$ cat config.mk
export PLATFORM = sky130hd
export DESIGN_NAME = pli_mac
export DESIGN_NICKNAME = d
export VERILOG_FILES = /design/src/pli_pkg.sv /design/src/pli_mac.sv
export SDC_FILE = /design/constraint.sdc
export NUM_CORES = 2
export LEC_CHECK = 0
export CELL_PAD_IN_SITES_DETAIL_PLACEMENT = 1
export CELL_PAD_IN_SITES_GLOBAL_PLACEMENT = 1
export CORE_MARGIN = 3
export CORE_UTILIZATION = 35
export CTS_BUF_LIST = sky130_fd_sc_hd__clkbuf_8
export DETAILED_ROUTE_END_ITERATION = 12
export DONT_BUFFER_PORTS = 1
export PLACE_DENSITY_LB_ADDON = 0.3
export REMOVE_ABC_BUFFERS = 1
export SYNTH_ARGS = -nofsm -noshare
export SYNTH_HDL_FRONTEND = slang
export SYNTH_SLANG_ARGS = --single-unit
$ cat constraint.sdc
create_clock -name clk -period 5.4 [get_ports clk]
set_input_delay 0.81 -clock clk [delete_from_list [all_inputs] [get_ports clk]]
set_output_delay 0.81 -clock clk [all_outputs]
set_load 0.05 [all_outputs]
$ cat src/pli_pkg.sv
// Shared constants, codes and types for the piecewise-linear interpolator.
`default_nettype none

package pli_pkg;

    localparam int MAX_POINTS_DEF = 64;

    localparam int DATA_W = 32;
    localparam int FRAC_W = 16;
    localparam int SEG_IDX_W = 6;
    localparam int STATUS_W = 3;
    localparam int OP_W = 2;

    // Slope division: |dy| << 16 divided by |dx|, one quotient bit a step.
    localparam int DVS_W = DATA_W;
    localparam int DVD_W = DATA_W + FRAC_W;
    localparam int DIV_STEPS = DVD_W;
    localparam int DIV_CNT_W = $clog2(DIV_STEPS);

    localparam logic [OP_W-1:0] OP_CLEAR = 2'd0;
    localparam logic [OP_W-1:0] OP_LOAD  = 2'd1;
    localparam logic [OP_W-1:0] OP_QUERY = 2'd2;

    localparam logic [STATUS_W-1:0] ST_OK     = 3'd0;
    localparam logic [STATUS_W-1:0] ST_FEW    = 3'd1;
    localparam logic [STATUS_W-1:0] ST_REPEAT = 3'd2;
    localparam logic [STATUS_W-1:0] ST_RANGE  = 3'd3;
    localparam logic [STATUS_W-1:0] ST_FULL   = 3'd4;

    typedef struct packed {
        logic signed [DATA_W-1:0] seg_start;
        logic signed [DATA_W-1:0] seg_end;
        logic signed [DATA_W-1:0] slope;
        logic signed [DATA_W-1:0] icpt;
    } seg_entry_t;

    typedef struct packed {
        logic start;
        logic sub;
    } mac_req_t;

endpackage

`default_nettype wire

$ cat src/pli_mac.sv
// Two-stage unit computing sat(c + floor(a*b / 2^16)) or sat(c - floor(a*b / 2^16)).
`default_nettype none

module pli_mac (
    input  wire logic                              clk,
    input  wire logic                              rst_n,
    input  wire pli_pkg::mac_req_t                 req,
    input  wire logic signed [pli_pkg::DATA_W-1:0] a,
    input  wire logic signed [pli_pkg::DATA_W-1:0] b,
    input  wire logic signed [pli_pkg::DATA_W-1:0] c,
    output logic                                   done,
    output logic signed [pli_pkg::DATA_W-1:0]      result
);
    import pli_pkg::*;

    localparam int PROD_W = 2 * DATA_W;
    localparam int TERM_W = PROD_W - FRAC_W;
    localparam int SUM_W  = TERM_W + 2;

    logic                       prod_vld_reg;
    logic                       done_reg;
    logic signed [PROD_W-1:0]   prod_reg;
    logic signed [DATA_W-1:0]   c_reg;
    logic                       sub_reg;
    logic signed [DATA_W-1:0]   result_reg;
    logic signed [PROD_W-1:0]   prod_next;
    logic signed [TERM_W-1:0]   term;
    logic signed [SUM_W-1:0]    term_ext;
    logic signed [SUM_W-1:0]    c_ext;
    logic signed [SUM_W-1:0]    sum;
    logic signed [DATA_W-1:0]   sat_next;

    assign prod_next = a * b;

    // Dropping the low fraction bits of a two's-complement product rounds towards minus infinity.
    assign term     = prod_reg[PROD_W-1:FRAC_W];
    assign term_ext = {{2{term[TERM_W-1]}}, term};
    assign c_ext    = {{(SUM_W-DATA_W){c_reg[DATA_W-1]}}, c_reg};
    assign sum      = sub_reg ? (c_ext - term_ext) : (c_ext + term_ext);

    always_comb
    begin
        if (sum[SUM_W-1:DATA_W-1] == '0 || sum[SUM_W-1:DATA_W-1] == '1)
        begin
            sat_next = sum[DATA_W-1:0];
        end
        else if (sum[SUM_W-1])
        begin
            sat_next = {1'b1, {(DATA_W-1){1'b0}}};
        end
        else
        begin
            sat_next = {1'b0, {(DATA_W-1){1'b1}}};
        end
    end

    always_ff @(posedge clk or negedge rst_n)
    begin
        if (!rst_n)
        begin
            prod_vld_reg <= 1'b0;
            done_reg     <= 1'b0;
        end
        else
        begin
            prod_vld_reg <= req.start;
            done_reg     <= prod_vld_reg;
        end
    end

    always_ff @(posedge clk)
    begin
        if (req.start)
        begin
            prod_reg <= prod_next;
            c_reg    <= c;
            sub_reg  <= req.sub;
        end
        if (prod_vld_reg)
        begin
            result_reg <= sat_next;
        end
    end

    assign done   = done_reg;
    assign result = result_reg;

endmodule

`default_nettype wire

Word-level counts from Yosys, hierarchy flattened
Cells that the tools add are included.

cells by class
  add/subtract/negate cells = 2
  multiply operators = 1
  equal/unequal tests = 1
  muxes and demuxes = 3
  reduce and logical (&&, ||, !) cells = 2

operators by type and width
  operator                               count
  multiplier 32 x 32 -> 64 bit           1
  2-to-1 mux 32 bit                      2
  2-to-1 mux 50 bit                      1
  adder 32 x 48 -> 49 bit                1
  subtractor 32 x 48 -> 49 bit           1
  == test 19 bit, second input constant  1
  logical NOT 19 bit                     1
  logical OR 1 bit                       1

storage, ports and cells
  register bits = 131
  bits of input ports = 100
  output and inout port bits = 33
  word-level logic and storage cells = 15

Logic depth before layout (Yosys ltp)
  word-level depth = 5
  depth in mapped cells = 30
  mapped depth without buffers = 29

Worst setup path before layout
OpenSTA, ideal clock, no wires.

  kind = input -> register
  from = in a[31] in the netlist's numbering
  to = reg prod_reg[61] (data pin)
  setup time = 0.262 ns
  arrival time = 8.065 ns
  data required time = 5.138 ns
  setup slack = -2.928 ns
  stages on the path = 26
  path buffers = 1
  cells stage by stage = clkbuf_1 nand2_1 inv_1 fa_1 inv_1 fa_1 fa_1 inv_1 fa_1 inv_1 fa_1 inv_1 fa_1 fa_1 fa_1 ha_1 a21o_1 a21oi_1 o21ai_0 a31oi_1 o21ai_0 a221oi_1 a21oi_1 nor3_1 o21bai_1 xor2_1

between the ends
  word-level cells in the longest chain between the ends = 1

ends and longest elaborated chain
  what                          RTL line       source
  start: declaration            pli_mac.sv:8   input wire logic signed [pli_pkg::DATA_W-1:0] a,
  multiplier 32 x 32 -> 64 bit  pli_mac.sv:33  assign prod_next = a * b;
  via prod_next[61]             pli_mac.sv:26  logic signed [PROD_W-1:0] prod_next;
  end signal: assignment        pli_mac.sv:75  prod_reg <= prod_next;
  end: declaration              pli_mac.sv:22  logic signed [PROD_W-1:0] prod_reg;

The timed path passes the listed nets, and every way through them passes these cells.
A chain may end at the register's enable or synchronous reset.

Worst setup path in the final report
  from = in a[7] in the netlist's numbering
  to = reg prod_reg[55] (data pin)

Same word-level chain as after synthesis.

==> flow_metrics.tcl <==
set metrics [dict create \
    critPathKind "primary input to flip-flop" \
    antenna_found_initial 8 \
    pre_cts_ws_ps -3320 \
    largest_reg_flops 48 \
    whs_ps 398 \
    synth_cells 4510 \
    slew_headroom 0.591 \
    clk_latency_ps 490 \
    yosysSeqAreaShare 0.0802 \
    via_per_inst 4.94 \
    first_global_vias 35900 \
    cts_max_path_buffers 2 \
    cts_sinks 115 \
    min_period_ps 7660 \
    setup_viol 79 \
    wirelength_mm 137 \
    die_area_sq_um 127000 \
    fin_crit_sh 1.42 \
    hp-class "primary input to flip-flop" \
    syn_area_sq_um 43000 \
    io_buffers 0 \
    layout-drive-gt1-share 0.158 \
    synth-warning-count 0 \
    worstPathRequired_ps 5620 \
    async_flop_share 0.0174 \
    drc 0 \
    final_nets 6134 \
    synth_ff_type "edfxtp_1" \
    grt_use_total 0.219 \
    cts_root_buf "clkbuf_8" \
    dr.pass1.iters 5 \
    setup_slack_ps -2260 \
    hpwl_mm 107 \
    cp_top_family "adder cells" \
    synth_edf_count 113 \
    max_stage_delay_ps 550 \
    hold_viol 0 \
    num_io_pins 133 \
    grt_max_degree 83 \
    cap_violations 0 \
    worst_pin_slew_ps 614 \
    violations "negative setup slack" \
    grt_overflow 0 \
    syn_avg_cell_area_sq_um 9.52 \
    clk_pin_slew_ps 70 \
    crit_path_max_fanout 32 \
    cp.buffers_inverters 5 \
    core_area_sq_um 121000 \
    drtIter0Drc 1824 \
    gp_congestion 0.853 \
    ant_nets 0 \
    grt_first_pass_wirelength_mm 213 \
    die_h_um 356 \
    cp_slowest_cell "fa_1" \
    start_util 0.355 \
    cts_tree "built" \
    cts_made_buffers 17 \
    cp.arrival_ps 7880 \
    final_common_cell "fa_1" \
    status "finished with violations" \
    fp-row-count 127 \
    wl_per_cell_um 21.6 \
    vias 31400 \
    stdcell_area_sq_um 49300 \
    ys_seq_elements 115 \
    place_area_sq_um 46900 \
    syn_to_final_growth_pct 14.7 \
    cts_max_level 4 \
    rsz0062_at_grt "true" \
    fmax_mhz 131 \
    cp_common_cell "fa_1" \
    slew_viol_final 0 \
    setup.worst_path.end_class "flip-flop" \
    yosysUniqueCellTypes 67 \
    fp.dieW_um 356 \
    mostFrequentLayoutCells "1036 x fa_1, 969 x inv_1, 569 x nand2_1, 474 x and2_1, 376 x buf_4" \
    cp-start-kind "primary input" \
    skew_ps 27.1 \
]
-- Yosys cell counts (28+ instances only) --
library cell / instances / area share
o21ai_0: 53 / 0.0062
a21oi_1: 128 / 0.015
a21o_1: 50 / 0.0087
nand2_1: 586 / 0.051
and2_1: 491 / 0.072
edfxtp_1: 113 / 0.079
nor2_1: 120 / 0.010
inv_1: 1004 / 0.088
clkbuf_1: 208 / 0.018
ha_1: 229 / 0.067
xor2_1: 35 / 0.0071
nor3_1: 28 / 0.0033
fa_1: 1082 / 0.50
xnor2_1: 112 / 0.023
-- logic make-up (layout without fill, tap and decap cells) --
group / after synthesis / after routing / share of synthesized area
xor+xnor: 149 / 149 / 0.0307
flops: 115 / 115 / 0.0802
simple gates: 1343 / 1343 / 0.154
compound gates: 367 / 367 / 0.0552
buf+inv: 1222 / 1448 / 0.108
other cells: 0 / 3 / 0
mux: 3 / 3 / 0.000699
fa+ha+maj: 1311 / 1311 / 0.571
-- layer usage --
metal | share of wire | GRT usage | wire length [um]
met5 | 0 | 0 | 0
met4 | 0.016 | 0.0379 | 2160
met3 | 0.054 | 0.0292 | 7450
met2 | 0.46 | 0.350 | 62800
met1 | 0.47 | 0.321 | 64700
-- final cells by class --
class / instances / area (sq um)
multi-input combinational: 3173 / 36300
clock inverter: 15 / 173
clock buffer: 17 / 234
antenna: 3 / 7.51
tap: 1612 / 2020
fill: 13700 / 71700
sequential: 115 / 3440
timing repair buffer: 412 / 3330
inverter: 1004 / 3770
-- worst paths after layout --
path	end	slack [ps]	startpoint	cells after the start
setup / recovery	prod_reg[55]	-2260	a[7]	26
min in group asynchronous	done	570	rst_n	1
hold / removal	prod_vld_reg	400	req[1]	0
max in group asynchronous	prod_vld_reg	4700	rst_n	1
setup reg to reg	result[15]	-230	prod_reg[28]	24
hold reg to reg	done	730	prod_vld_reg	1
-- repair_timing --
action,CTS,global route
resized for setup,204,171
endpoints found under the hold margin,2,0
hold buffers,1,0
pin swaps,164,136
buffers inserted,27,27
gates cloned,1,5
setup endpoints to repair,79,80
-- stage by stage --
stage,std cells,util,TNS [ps]
floorplan,4292,-,-86800
global placement,6272,0.388,-124520
detailed placement,6272,0.388,-130910
CTS,6322,0.399,-80140
global route,6350,0.407,-102300
finish,6351,0.407,-85300
Power is not shown: default switching activity piles up to over one toggle a cycle in this logic, so the estimate is an artifact.
