===== src/pli_pkg.sv =====
// Shared constants, codes and types for the piecewise-linear interpolator.
`default_nettype none

package pli_pkg;

    localparam int MAX_POINTS_DEF = 64;

    localparam int DATA_W = 32;
    localparam int FRAC_W = 16;
    localparam int SEG_IDX_W = 6;
    localparam int STATUS_W = 3;
    localparam int OP_W = 2;

    // Slope division: |dy| << 16 divided by |dx|, one quotient bit a step.
    localparam int DVS_W = DATA_W;
    localparam int DVD_W = DATA_W + FRAC_W;
    localparam int DIV_STEPS = DVD_W;
    localparam int DIV_CNT_W = $clog2(DIV_STEPS);

    localparam logic [OP_W-1:0] OP_CLEAR = 2'd0;
    localparam logic [OP_W-1:0] OP_LOAD  = 2'd1;
    localparam logic [OP_W-1:0] OP_QUERY = 2'd2;

    localparam logic [STATUS_W-1:0] ST_OK     = 3'd0;
    localparam logic [STATUS_W-1:0] ST_FEW    = 3'd1;
    localparam logic [STATUS_W-1:0] ST_REPEAT = 3'd2;
    localparam logic [STATUS_W-1:0] ST_RANGE  = 3'd3;
    localparam logic [STATUS_W-1:0] ST_FULL   = 3'd4;

    typedef struct packed {
        logic signed [DATA_W-1:0] seg_start;
        logic signed [DATA_W-1:0] seg_end;
        logic signed [DATA_W-1:0] slope;
        logic signed [DATA_W-1:0] icpt;
    } seg_entry_t;

    typedef struct packed {
        logic start;
        logic sub;
    } mac_req_t;

endpackage

`default_nettype wire


===== src/pli_div.sv =====
// Restoring unsigned divider that produces one quotient bit per cycle.
`default_nettype none

module pli_div (
    input  wire logic                        clk,
    input  wire logic                        rst_n,
    input  wire logic                        start,
    input  wire logic [pli_pkg::DVD_W-1:0]   dividend,
    input  wire logic [pli_pkg::DVS_W-1:0]   divisor,
    output logic                             busy,
    output logic                             done,
    output logic [pli_pkg::DVD_W-1:0]        quotient
);
    import pli_pkg::*;

    logic                 busy_reg, busy_next;
    logic                 done_reg, done_next;
    logic [DIV_CNT_W-1:0] step_reg, step_next;
    logic [DVD_W-1:0]     quo_reg, quo_next;
    logic [DVS_W-1:0]     rem_reg, rem_next;
    logic [DVS_W-1:0]     dvs_reg, dvs_next;
    logic [DVS_W:0]       rem_shift;
    logic [DVS_W+1:0]     diff;

    // The dividend shifts out of the top of quo_reg while quotient bits enter at the bottom.
    assign rem_shift = {rem_reg, quo_reg[DVD_W-1]};
    assign diff = {1'b0, rem_shift} - {2'b00, dvs_reg};

    always_comb
    begin
        busy_next = busy_reg;
        done_next = 1'b0;
        step_next = step_reg;
        quo_next  = quo_reg;
        rem_next  = rem_reg;
        dvs_next  = dvs_reg;
        if (start)
        begin
            busy_next = 1'b1;
            step_next = '0;
            quo_next  = dividend;
            rem_next  = '0;
            dvs_next  = divisor;
        end
        else if (busy_reg)
        begin
            if (!diff[DVS_W+1])
            begin
                rem_next = diff[DVS_W-1:0];
                quo_next = {quo_reg[DVD_W-2:0], 1'b1};
            end
            else
            begin
                rem_next = rem_shift[DVS_W-1:0];
                quo_next = {quo_reg[DVD_W-2:0], 1'b0};
            end
            step_next = step_reg + 1'b1;
            if (step_reg == DIV_CNT_W'(DIV_STEPS - 1))
            begin
                busy_next = 1'b0;
                done_next = 1'b1;
            end
        end
    end

    always_ff @(posedge clk or negedge rst_n)
    begin
        if (!rst_n)
        begin
            busy_reg <= 1'b0;
            done_reg <= 1'b0;
            step_reg <= '0;
        end
        else
        begin
            busy_reg <= busy_next;
            done_reg <= done_next;
            step_reg <= step_next;
        end
    end

    always_ff @(posedge clk)
    begin
        quo_reg <= quo_next;
        rem_reg <= rem_next;
        dvs_reg <= dvs_next;
    end

    assign busy     = busy_reg;
    assign done     = done_reg;
    assign quotient = quo_reg;

endmodule

`default_nettype wire


===== config.mk =====
export PLATFORM = sky130hd
export DESIGN_NAME = pli_div
export DESIGN_NICKNAME = d
export VERILOG_FILES = /design/src/pli_pkg.sv /design/src/pli_div.sv
export SDC_FILE = /design/constraint.sdc
export NUM_CORES = 1
export LEC_CHECK = 0
export ABC_CLOCK_PERIOD_IN_PS = 4200
export BUFFER_PORTS_ARGS = -buffer_cell sky130_fd_sc_hd__buf_2
export CORE_MARGIN = 10
export CORE_UTILIZATION = 40
export CTS_CLUSTER_DIAMETER = 50
export DETAILED_ROUTE_END_ITERATION = 7
export HOLD_SLACK_MARGIN = 0.08
export SYNTH_ARGS = -nofsm -noshare
export SYNTH_HDL_FRONTEND = slang
export SYNTH_SLANG_ARGS = --single-unit

===== constraint.sdc =====
create_clock -name clk -period 4.2 [get_ports clk]
set_clock_uncertainty 0.2 [all_clocks]
set_input_delay 0.42 -clock clk [delete_from_list [all_inputs] [get_ports clk]]
set_output_delay 0.42 -clock clk [all_outputs]
set_load 0.03 [all_outputs]

# Word level (Yosys, flattened, before mapping)
# Cells that the tools add are included.
[totals] latchBits=0 ram_bits=0 out_inout_bits=50 wordCells=22 reg_bits=120 rom_bits=0 inputBits=83 memories=0
[classes] shifts=0 addsub=2 multipliers=0 magnitude_cmp=0 n_reduce_logical=1 mux=12 n_div=0 n_eq_ne=1 bitwise_logic=0
[op_table] operator="$mux 48" n=2
[op_table] operator="$sub 33x32->34" n=1
[op_table] operator="$mux 32" n=1
[op_table] operator="$mux 6" n=2
[op_table] operator="$mux 1" n=7
[op_table] operator="$add 6x1->6 const B" n=1
[op_table] operator="$eq 6x6->1 const B" n=1
[op_table] operator="$reduce_bool 2->1" n=1

# Logic depth before layout (Yosys ltp)
# Gate-level depths: netlist (run 1).
[logic_depth] word_depth=4 ltp_mapped=13 depth_no_buf=12

# Worst setup path before layout (run 1)
# Ideal clock, no wire load.
[synth_path] kind="register to register" start="register quo_reg[47], in the netlist quotient[47]" end="register rem_reg[14]" path_stages_with_launch=13 t_arrival_ps=2982 required_time_ps=3912 setup_time_ps=88 path_slack_ps=930 path_buffers=0 synth_period_minus_slack_ps=3270 cell_sequence="edfxtp_1 inv_1 ha_1 inv_1 fa_1 a21o_1 a221oi_1 o31ai_1 a221o_1 a21oi_1 xnor2_1 nand2_1 a311oi_2"
[synth_via] elab_chain_cells=2
[synth_lines] element="from (decl)" line="pli_div.sv:19" text="logic [DVD_W-1:0] quo_reg, quo_next;"
[synth_lines] element="from (signal assigned)" line="pli_div.sv:84" text="quo_reg <= quo_next;"
[synth_lines] element="$sub 33x32->34" line="pli_div.sv:27" text="assign diff = {1'b0, rem_shift} - {2'b00, dvs_reg};"
[synth_lines] element="$mux 32" line="pli_div.sv:47" text="if (!diff[DVS_W+1])"
[synth_lines] element="to (signal assigned)" line="pli_div.sv:85" text="rem_reg <= rem_next;"
[synth_lines] element="to (decl)" line="pli_div.sv:20" text="logic [DVS_W-1:0] rem_reg, rem_next;"
# Every way passes these cells.
# A chain may end at the register's enable or synchronous reset.

# Worst setup path after layout (run 1)
[layout_path] start="register quo_reg[47], in the netlist quotient[47]" end="register rem_reg[24]"
# Same word-level chain as after synthesis.

==> results of run 1 <==
## stage by stage
step / hold slack, ns / setup WS [ns] / utilization / total power, W
2_1_floorplan: -0.0756 / 0.930 / - / 0.00170
3_3_place_gp: 0.0691 / 0.817 / 0.459 / 0.00184
3_5_place_dp: 0.0717 / 0.745 / 0.459 / 0.00184
4_1_cts: 0.0810 / 0.711 / 0.517 / 0.00339
5_1_grt: 0.0812 / 0.390 / 0.517 / 0.00349
6_report: 0.0934 / 0.687 / 0.517 / 0.00336
## worst max-delay path, cell delays in order (launching register included)
cell      delay [ns]
edfxtp_1        0.40
inv_1           0.08
ha_1            0.19
inv_1           0.06
fa_1            0.40
a21o_1          0.22
a221oi_1        0.44
o31ai_1         0.30
a211oi_1        0.35
buf_4           0.19
o21ai_0         0.10
a21oi_1         0.19
xor2_1          0.16
o21ai_0         0.09
## power by group through the flow
stage | clock network [W] | logic (W) | registers, W
3_5_place_dp | 0 | 0.000431 | 0.00141
5_1_grt | 0.00159 | 0.000497 | 0.00140
2_1_floorplan | 0 | 0.000191 | 0.00151
4_1_cts | 0.00154 | 0.000457 | 0.00139
6_report | 0.00151 | 0.000454 | 0.00139
3_3_place_gp | 0 | 0.000425 | 0.00141
## timing repair
action | 4_1_cts | 5_1_grt
endpoints found under the hold margin | 41 | 0
hold buffers | 34 | 0
setup endpoints to repair | 0 | 0
## cells by family (layout without fill, tap and decap cells)
kind of cell	Yosys count	in the layout	share of synthesized area
buf+inv	70	249	0.0444
xor+xnor	31	31	0.0404
fa+ha+maj	34	34	0.0645
flops	120	120	0.483
mux	50	50	0.0835
simple gates	155	155	0.112
compound gates	154	154	0.172
## cell usage after synthesis, types with 5 or more instances
cell type / instances / share of area
nand2_1: 50 / 0.028
a311oi_2: 14 / 0.031
xnor2_1: 18 / 0.023
a32oi_1: 5 / 0.0065
a21oi_1: 39 / 0.029
and3_1: 6 / 0.0056
a21o_1: 14 / 0.016
o21ai_0: 20 / 0.015
inv_1: 41 / 0.023
edfxtp_1: 80 / 0.36
nand3_1: 10 / 0.0075
xor2_1: 13 / 0.017
dfxtp_1: 32 / 0.095
clkbuf_1: 23 / 0.013
nor3b_1: 5 / 0.0056
dfrtp_1: 8 / 0.030
o31ai_1: 7 / 0.0078
ha_1: 33 / 0.061
nor3_1: 6 / 0.0045
o211ai_1: 6 / 0.0067
a31oi_1: 8 / 0.0075
nand2_2: 14 / 0.013
mux2_2: 48 / 0.081
nand4_1: 5 / 0.0047
nor2_1: 38 / 0.021
## layer usage
layer / vias to the layer above / track usage
met5: - / 0
met1: 2521 / 0.187
met4: 0 / 0.0451
met3: 10 / 0.0716
met2: 144 / 0.240
li1: 2608 / -
## area by class of cell
cell class                      count  area (sq um)  area share
Sequential cell                   120          3240       0.380
Multi-Input combinational cell    424          3180       0.372
Timing Repair Buffer              176          1080       0.126
Clock buffer                       17           425      0.0498
Tap cell                          220           275      0.0322
Clock inverter                     15           181      0.0213
Inverter                           41           154      0.0180
## path summary, 6_finish.rpt
kind	cells past startpoint	end	slack (ns)	start
max reg2reg	13	rem_reg[24]	0.69	quotient[47]
min reg2reg	2	rem_reg[12]	0.31	rem_reg[12]
min in group asynchronous	2	step_reg[1]	0.19	rst_n
max in group asynchronous	2	busy	3.42	rst_n
min	2	quotient[28]	0.09	dividend[28]
max	13	rem_reg[24]	0.69	quotient[47]
==> impl_results.md, run 1 <==
* Outcome: finished, final reports clean
* Max VDD drop at between 0.3 and 0.4 mV
* Synth warn at 0
* Critical Path RT at approximately 4.3 ns
* Int Power at between 0.002 and 0.0025 W
* Commonest non-fill, non-tap cell in the layout: buf_2
* Max-slew violations at 0
* Top Ports at about 130
* Net Sw Frac at 0.275
* DRC viols at 0
* Vias in the first global route at approximately 5700
* Max_cap viols at 0
* RSZ-0062 raised after global routing: no
* Post-synthesis sequential area ratio at 0.483
* Clock buffer depth at 2
* Clock power share at 0.451
* Syn Inst Count at ~610
* Layout cells sized above 1 at 0.328
* Crit-path max FO at 7
* CTS Buf Count at 17
* Most frequent cells in the layout: 131 x buf_2, 80 x edfxtp_1, 50 x nand2_1, 48 x mux2_2, 40 x inv_1
* Yosys cell types at between 60 and 70
* Final count of hold timing violations at 0
* Mapped Area at 6710 sq um
* PD cells at 393 nW/um^2
* Met2 WL at roughly 8 mm
* DRT iter0 DRCs at approximately 230
* Worst-Skew Late Latency at approximately 0.43 ns
* Die ar. at 22400 sq um
* Fin area at approximately 8500 sq um
* CTS H-Tree Depth at 4
* Non-filler instance count after layout at between 1000 and 1500
* Met1 wire length at roughly 7.7 mm
* Clk root buf: clkbuf_16
* Worst Max-Slew Pin Slew at between 0.9 and 1 ns
* Final count of negative-setup-slack endpoints at 0
* TritonCTS clock tree: yes
* Row Count at 47
* Fmax at approximately 0.28 GHz
* Die X at between 100 and 150 um
* Drt pass-1 iters at 5
* Drt wl/cell at around 17 um
* Sink Count at 120
* Setup Crit Path Kind: register to register
* EDFF count, synth at 80
* Post-DRT Antenna Nets at 0
* Synthesized Nets at between 700 and 800
* Drt via density at between 5 and 6
* Lkg Pwr at 3.65 nW
* Tmin final at approximately 3.5 ns
* Sw power at roughly 0.00092 W
* FFs w/ async S/R, synth at 0.0667
* Drt total wl at between 15 and 20 mm
* P&R area growth vs syn at 27.2%
* Clock transition at path regs at 0.07 ns
* Die Y at roughly 150 um
* Largest net degree at the start of global routing at 73
* WP data arrival at 3.60 ns
* Synth Area per Inst at 10.9 sq um
* Final period util at 0.837
* Yosys reg bits at between 100 and 150
* Seq pwr share at 0.414
* Resized Gates After CTS at 0
* Dpl hpwl at roughly 12 mm
* Global-route wire length before repair at about 28 mm
* Core area at 16500 sq um
* Max FFs per register at 48
* Final nets at roughly 900
* Gr usage total at 0.154
* Final TNS setup at 0 ns
* Ant. Diodes at 0
* Critical Path Start Type: register
* Max_slew headroom at 0.362
* Min-Delay Path Class: primary input to register
* Gate power share at 0.135
* Placed cell count at ~950
* Worst setup EP type: register
* Initial core utilization at 0.406
* Initial antenna violation count at 0
* WL met3 at ~1.4 mm
* Fillers at between 1000 and 1500
* DR vias at 5283
* DR top layer: met4
* Post-CTS setup repair buffer count at 0
* Cell area after placement at 7590 sq um
* Global route total overflow at 0
* # port buffers at 132
* GPL Wtd Cong at just over 0.9
* Main synth FF type: edfxtp_1
Power figures use the tool's default switching activity.
==> run 2, diff against run 1 <==
--- a/config.mk
+++ b/config.mk
@@ -5,7 +5,8 @@
 export SDC_FILE = /design/constraint.sdc
 export NUM_CORES = 1
 export LEC_CHECK = 0
-export ABC_CLOCK_PERIOD_IN_PS = 4200
+export ABC_AREA = 1
+export ABC_CLOCK_PERIOD_IN_PS = 3400
 export BUFFER_PORTS_ARGS = -buffer_cell sky130_fd_sc_hd__buf_2
 export CORE_MARGIN = 10
 export CORE_UTILIZATION = 40
==> constraint.sdc (replaced) <==
create_clock -name clk -period 3.4 [get_ports clk]
set_clock_uncertainty 0.2 [all_clocks]
set_input_delay 0.34 -clock clk [delete_from_list [all_inputs] [get_ports clk]]
set_output_delay 0.34 -clock clk [all_outputs]
set_load 0.03 [all_outputs]
==> impl_results.md, run 2 <==
* Global-route wire length before repair at 35.6 mm (was 28.2 mm)
* Gr usage total at 0.178 (was 0.154)
* Final Util at 0.526 (was 0.517)
* Post-synth top area share at 0.318 (was 0.358)
* Dpl hpwl at 15.4 mm (was 12.3 mm)
* Die X at 157 um (was 150 um)
* Most frequent CP cell: nand2_1
* Worst setup EP type: register (unchanged)
* Synth area leaders: edfxtp_1 32%, nand2_1 23%, inv_1 8.8% (was edfxtp_1 36%, dfxtp_1 9.5%, mux2_2 8.1%)
* Storage cell area at 3240 sq um (about the same)
* Commonest non-fill, non-tap cell in the layout: nand2_1 (was buf_2)
* Syn Inst Count at 1065 (was 614)
* Fillers at 1793 (was 1490)
* Sink Count at 120 (unchanged)
* Core area at 18600 sq um (was 16500 sq um)
* Row Count at 50 (was 47)
* Post-synthesis mux area share at 0 (was 0.0835)
* Top cell family by delay on the critical path: simple AND/OR/NAND/NOR gates (was compound AO/OA/AOI/OAI gates)
* Most frequent cell after synthesis: nand2_1 (was edfxtp_1)
* Synth warn at 0 (unchanged)
* Placed cell count at 1410 (was 947)
* EDFF count, synth at 80 (unchanged)
* Slowest CP cell: ha_1 (was a221oi_1)
* Final period util at 0.766 (was 0.837)
* # port buffers at 132 (unchanged)
* Drt pass-1 iters at 5 (unchanged)
* Most frequent cells in the layout: 456 x nand2_1, 176 x inv_1, 131 x buf_2, 89 x nand3_1 (was 131 x buf_2, 80 x edfxtp_1, 50 x nand2_1, 48 x mux2_2, 40 x inv_1)
* Max_cap viols at 0 (unchanged)
* Drt wl/cell at 14.1 um (was 16.8 um)
* Crit-path max FO at 18 (was 7)
* Top Ports at 133 (unchanged)
* DR vias at 7235 (was 5283)
* Clk root buf: clkbuf_16 (unchanged)
* Vias in the first global route at 7240 (was 5704)
* Final count of hold timing violations at 0 (unchanged)
* Final TNS setup at 0 ns (unchanged)
* Worst-Skew Late Latency at 0.43 ns (about the same)
* Largest net degree at the start of global routing at 61 (was 73)
* Main synth FF type: edfxtp_1 (unchanged)
* Combinational family with the most area after synthesis: simple AND/OR/NAND/NOR gates (was compound AO/OA/AOI/OAI gates)
* PD cells at 724 nW/um^2 (was 393 nW/um^2)
* Max FFs per register at 48 (unchanged)
* Post-DRT Antenna Nets at 0 (unchanged)
* Adder-cell share of the synthesized area at 0.0573 (was 0.0645)
* Resized Gates After CTS at 0 (unchanged)
* Tmin final at 2.60 ns (was 3.51 ns)
* Final nets at 1392 (was 897)
* Max-slew violations at 0 (unchanged)
* Initial antenna violation count at 1 (was 0)
* Ant. Diodes at 0 (unchanged)
* Reg2reg start: dvs_reg[30] (was quotient[47])
* Max VDD drop at 0.340 mV (was 0.355 mV)
* Synth Area per Inst at 7.10 sq um (was 10.9 sq um)
* R2R cell count at 13 (unchanged)
* Post-synthesis simple-gate area fraction at 0.354 (was 0.112)
* Final count of negative-setup-slack endpoints at 0 (unchanged)
* P&R area growth vs syn at 29.7% (was 27.2%)
* Outcome: finished, final reports clean (unchanged)
* CP Cell Sequence: inv_1 -> ha_1 -> a21oi_1 -> nor2_1 -> nor3_1 -> nand2_1 -> nor2_8 -> buf_4 -> nand3_1 -> nand2_1 -> inv_1 -> nand2_1 -> nand2_1 (was inv_1 -> ha_1 -> inv_1 -> fa_1 -> a21o_1 -> a221oi_1 -> o31ai_1 -> a211oi_1 -> buf_4 -> o21ai_0 -> a21oi_1 -> xor2_1 -> o21ai_0)
* DRC viols at 0 (unchanged)
* Clock buffer depth at 2 (unchanged)
* Synth area leader: edfxtp_1 (unchanged)
* Post-synthesis sequential area ratio at 0.429 (was 0.483)
* RSZ-0062 raised after global routing: no (unchanged)
* CTS H-Tree Depth at 4 (unchanged)
* CTS Buf Count at 17 (unchanged)
* Drt total wl at 21.5 mm (was 17.0 mm)
* Post-CTS setup repair buffer count at 0 (unchanged)
* Yosys cell types at 36 (was 63)
* Fmax at 0.384 GHz (was 0.285 GHz)
* Clock transition at path regs at 0.06 ns (was 0.07 ns)
* Worst Max-Slew Pin Slew at 0.903 ns (was 0.955 ns)
* Die Y at 157 um (was 150 um)
* WP buf/inv at 3 (unchanged)
* WP data arrival at 2.72 ns (was 3.60 ns)
* FFs w/ async S/R, synth at 0.0667 (unchanged)
* R2R Setup Slk at 0.80 ns (was 0.69 ns)
* Yosys reg bits at 120 (unchanged)
* Slowest cell delay on critical path at 0.34 ns (was 0.44 ns)
* Mapped Area at 7560 sq um (was 6710 sq um)
* Synthesized Nets at 1182 (was 731)
* FF-to-FF End: rem_reg[25] (was rem_reg[24])
* Compound-cell area share of the yosys netlist at 0.0323 (was 0.172)
* Post-Synth XOR/XNOR Area at 0.0162 (was 0.0404)
* Critical Path Start Type: register (unchanged)
* DRT iter0 DRCs at 367 (was 232)
* Cts hold-fix bufs at 80 (was 34)
* GPL Wtd Cong at 0.965 (was 0.929)
* Global route total overflow at 0 (unchanged)
* Max_slew headroom at 0.397 (was 0.362)
* Die ar. at 24800 sq um (was 22400 sq um)
* Drt via density at 4.75 (was 5.22)
* Min-Delay Path Class: primary input to async pin (was primary input to register)
* Area of the multi-input gates at 3480 sq um (was 3180 sq um)
* Initial core utilization at 0.405 (was 0.406)
* Setup Crit Path Kind: register to register (unchanged)
* TritonCTS clock tree: yes (unchanged)
* Post-synth top cells: 456 x nand2_1, 177 x inv_1, 89 x nand3_1 (was 80 x edfxtp_1, 50 x nand2_1, 48 x mux2_2)
* Critical Path RT at 3.52 ns (was 4.29 ns)
* Non-filler instance count after layout at 1522 (was 1013)
* Lkg Pwr at 5.24 nW (was 3.65 nW)
* Layout cells sized above 1 at 0.152 (was 0.328)
-- run 2: cell count changes after synthesis, moves of 12 or more --
cell / delta
nand3_1: +79
nand2_1: +406
a21oi_1: -19
nand3b_1: +12
o21ai_0: -17
mux2_2: -48
a21o_1: -14
inv_1: +136
a311oi_2: -14
nor2_1: +14
-- run 2: metal layers --
metal,vias up,share of wire,global-route usage
li1,3728,-,-
met1,3312,0.45,0.222
met2,175,0.46,0.287
met3,18,0.070,0.0625
met4,2,0.012,0.0476
met5,-,0.00033,0
-- run 2: how the worst max path moves through the flow --
stage | cells past startpoint | end | startpoint
global route | 11 | rem_reg[8] | dvs_reg[30]
finish | 13 | rem_reg[25] | dvs_reg[30]
global placement | 13 | rem_reg[25] | dvs_reg[30]
floorplan | 3 | quotient[0] | busy
detailed placement | 13 | rem_reg[25] | dvs_reg[30]
CTS | 13 | rem_reg[25] | dvs_reg[30]
-- run 2: cells by family (layout without fill, tap and decap cells) --
logic type | count (synthesis) | count (layout)
AO/OA/AOI/OAI | 44 | 44
AND/OR/NAND/NOR | 643 | 643
XOR/XNOR | 14 | 14
flip-flops | 120 | 120
buffers and inverters | 210 | 433
adder cells (fa/ha/maj) | 34 | 34
-- run 2: per-stage QoR --
| stage | total power (W) | setup WS [ns] | cell area (sq um) | hold slack (ns) |
|---|---|---|---|---|
| 2_1_floorplan | 0.00453 | 0.391 | 7560 | -0.156 |
| 3_3_place_gp | 0.00518 | 0.756 | 8420 | -0.00918 |
| 3_5_place_dp | 0.00519 | 0.764 | 8420 | -0.00878 |
| 4_1_cts | 0.00713 | 0.760 | 9810 | 0.111 |
| 5_1_grt | 0.00770 | 0.505 | 9810 | 0.109 |
| 6_report | 0.00710 | 0.796 | 9810 | 0.114 |
-- run 2: power by group --
group	leakage, nW	internal (W)	switching (W)
sequential	1.21	0.00184	0.000169
clock	0.283	0.00109	0.000739
combinational	3.75	0.00118	0.00207
total	5.24	0.00412	0.00298
-- run 2: layout make-up --
cell class	instances	area share
Timing Repair Buffer	218	0.154
Sequential cell	120	0.331
Clock inverter	15	0.0168
Clock buffer	17	0.0434
Multi-Input combinational cell	735	0.355
Tap cell	234	0.0299
Inverter	183	0.0700
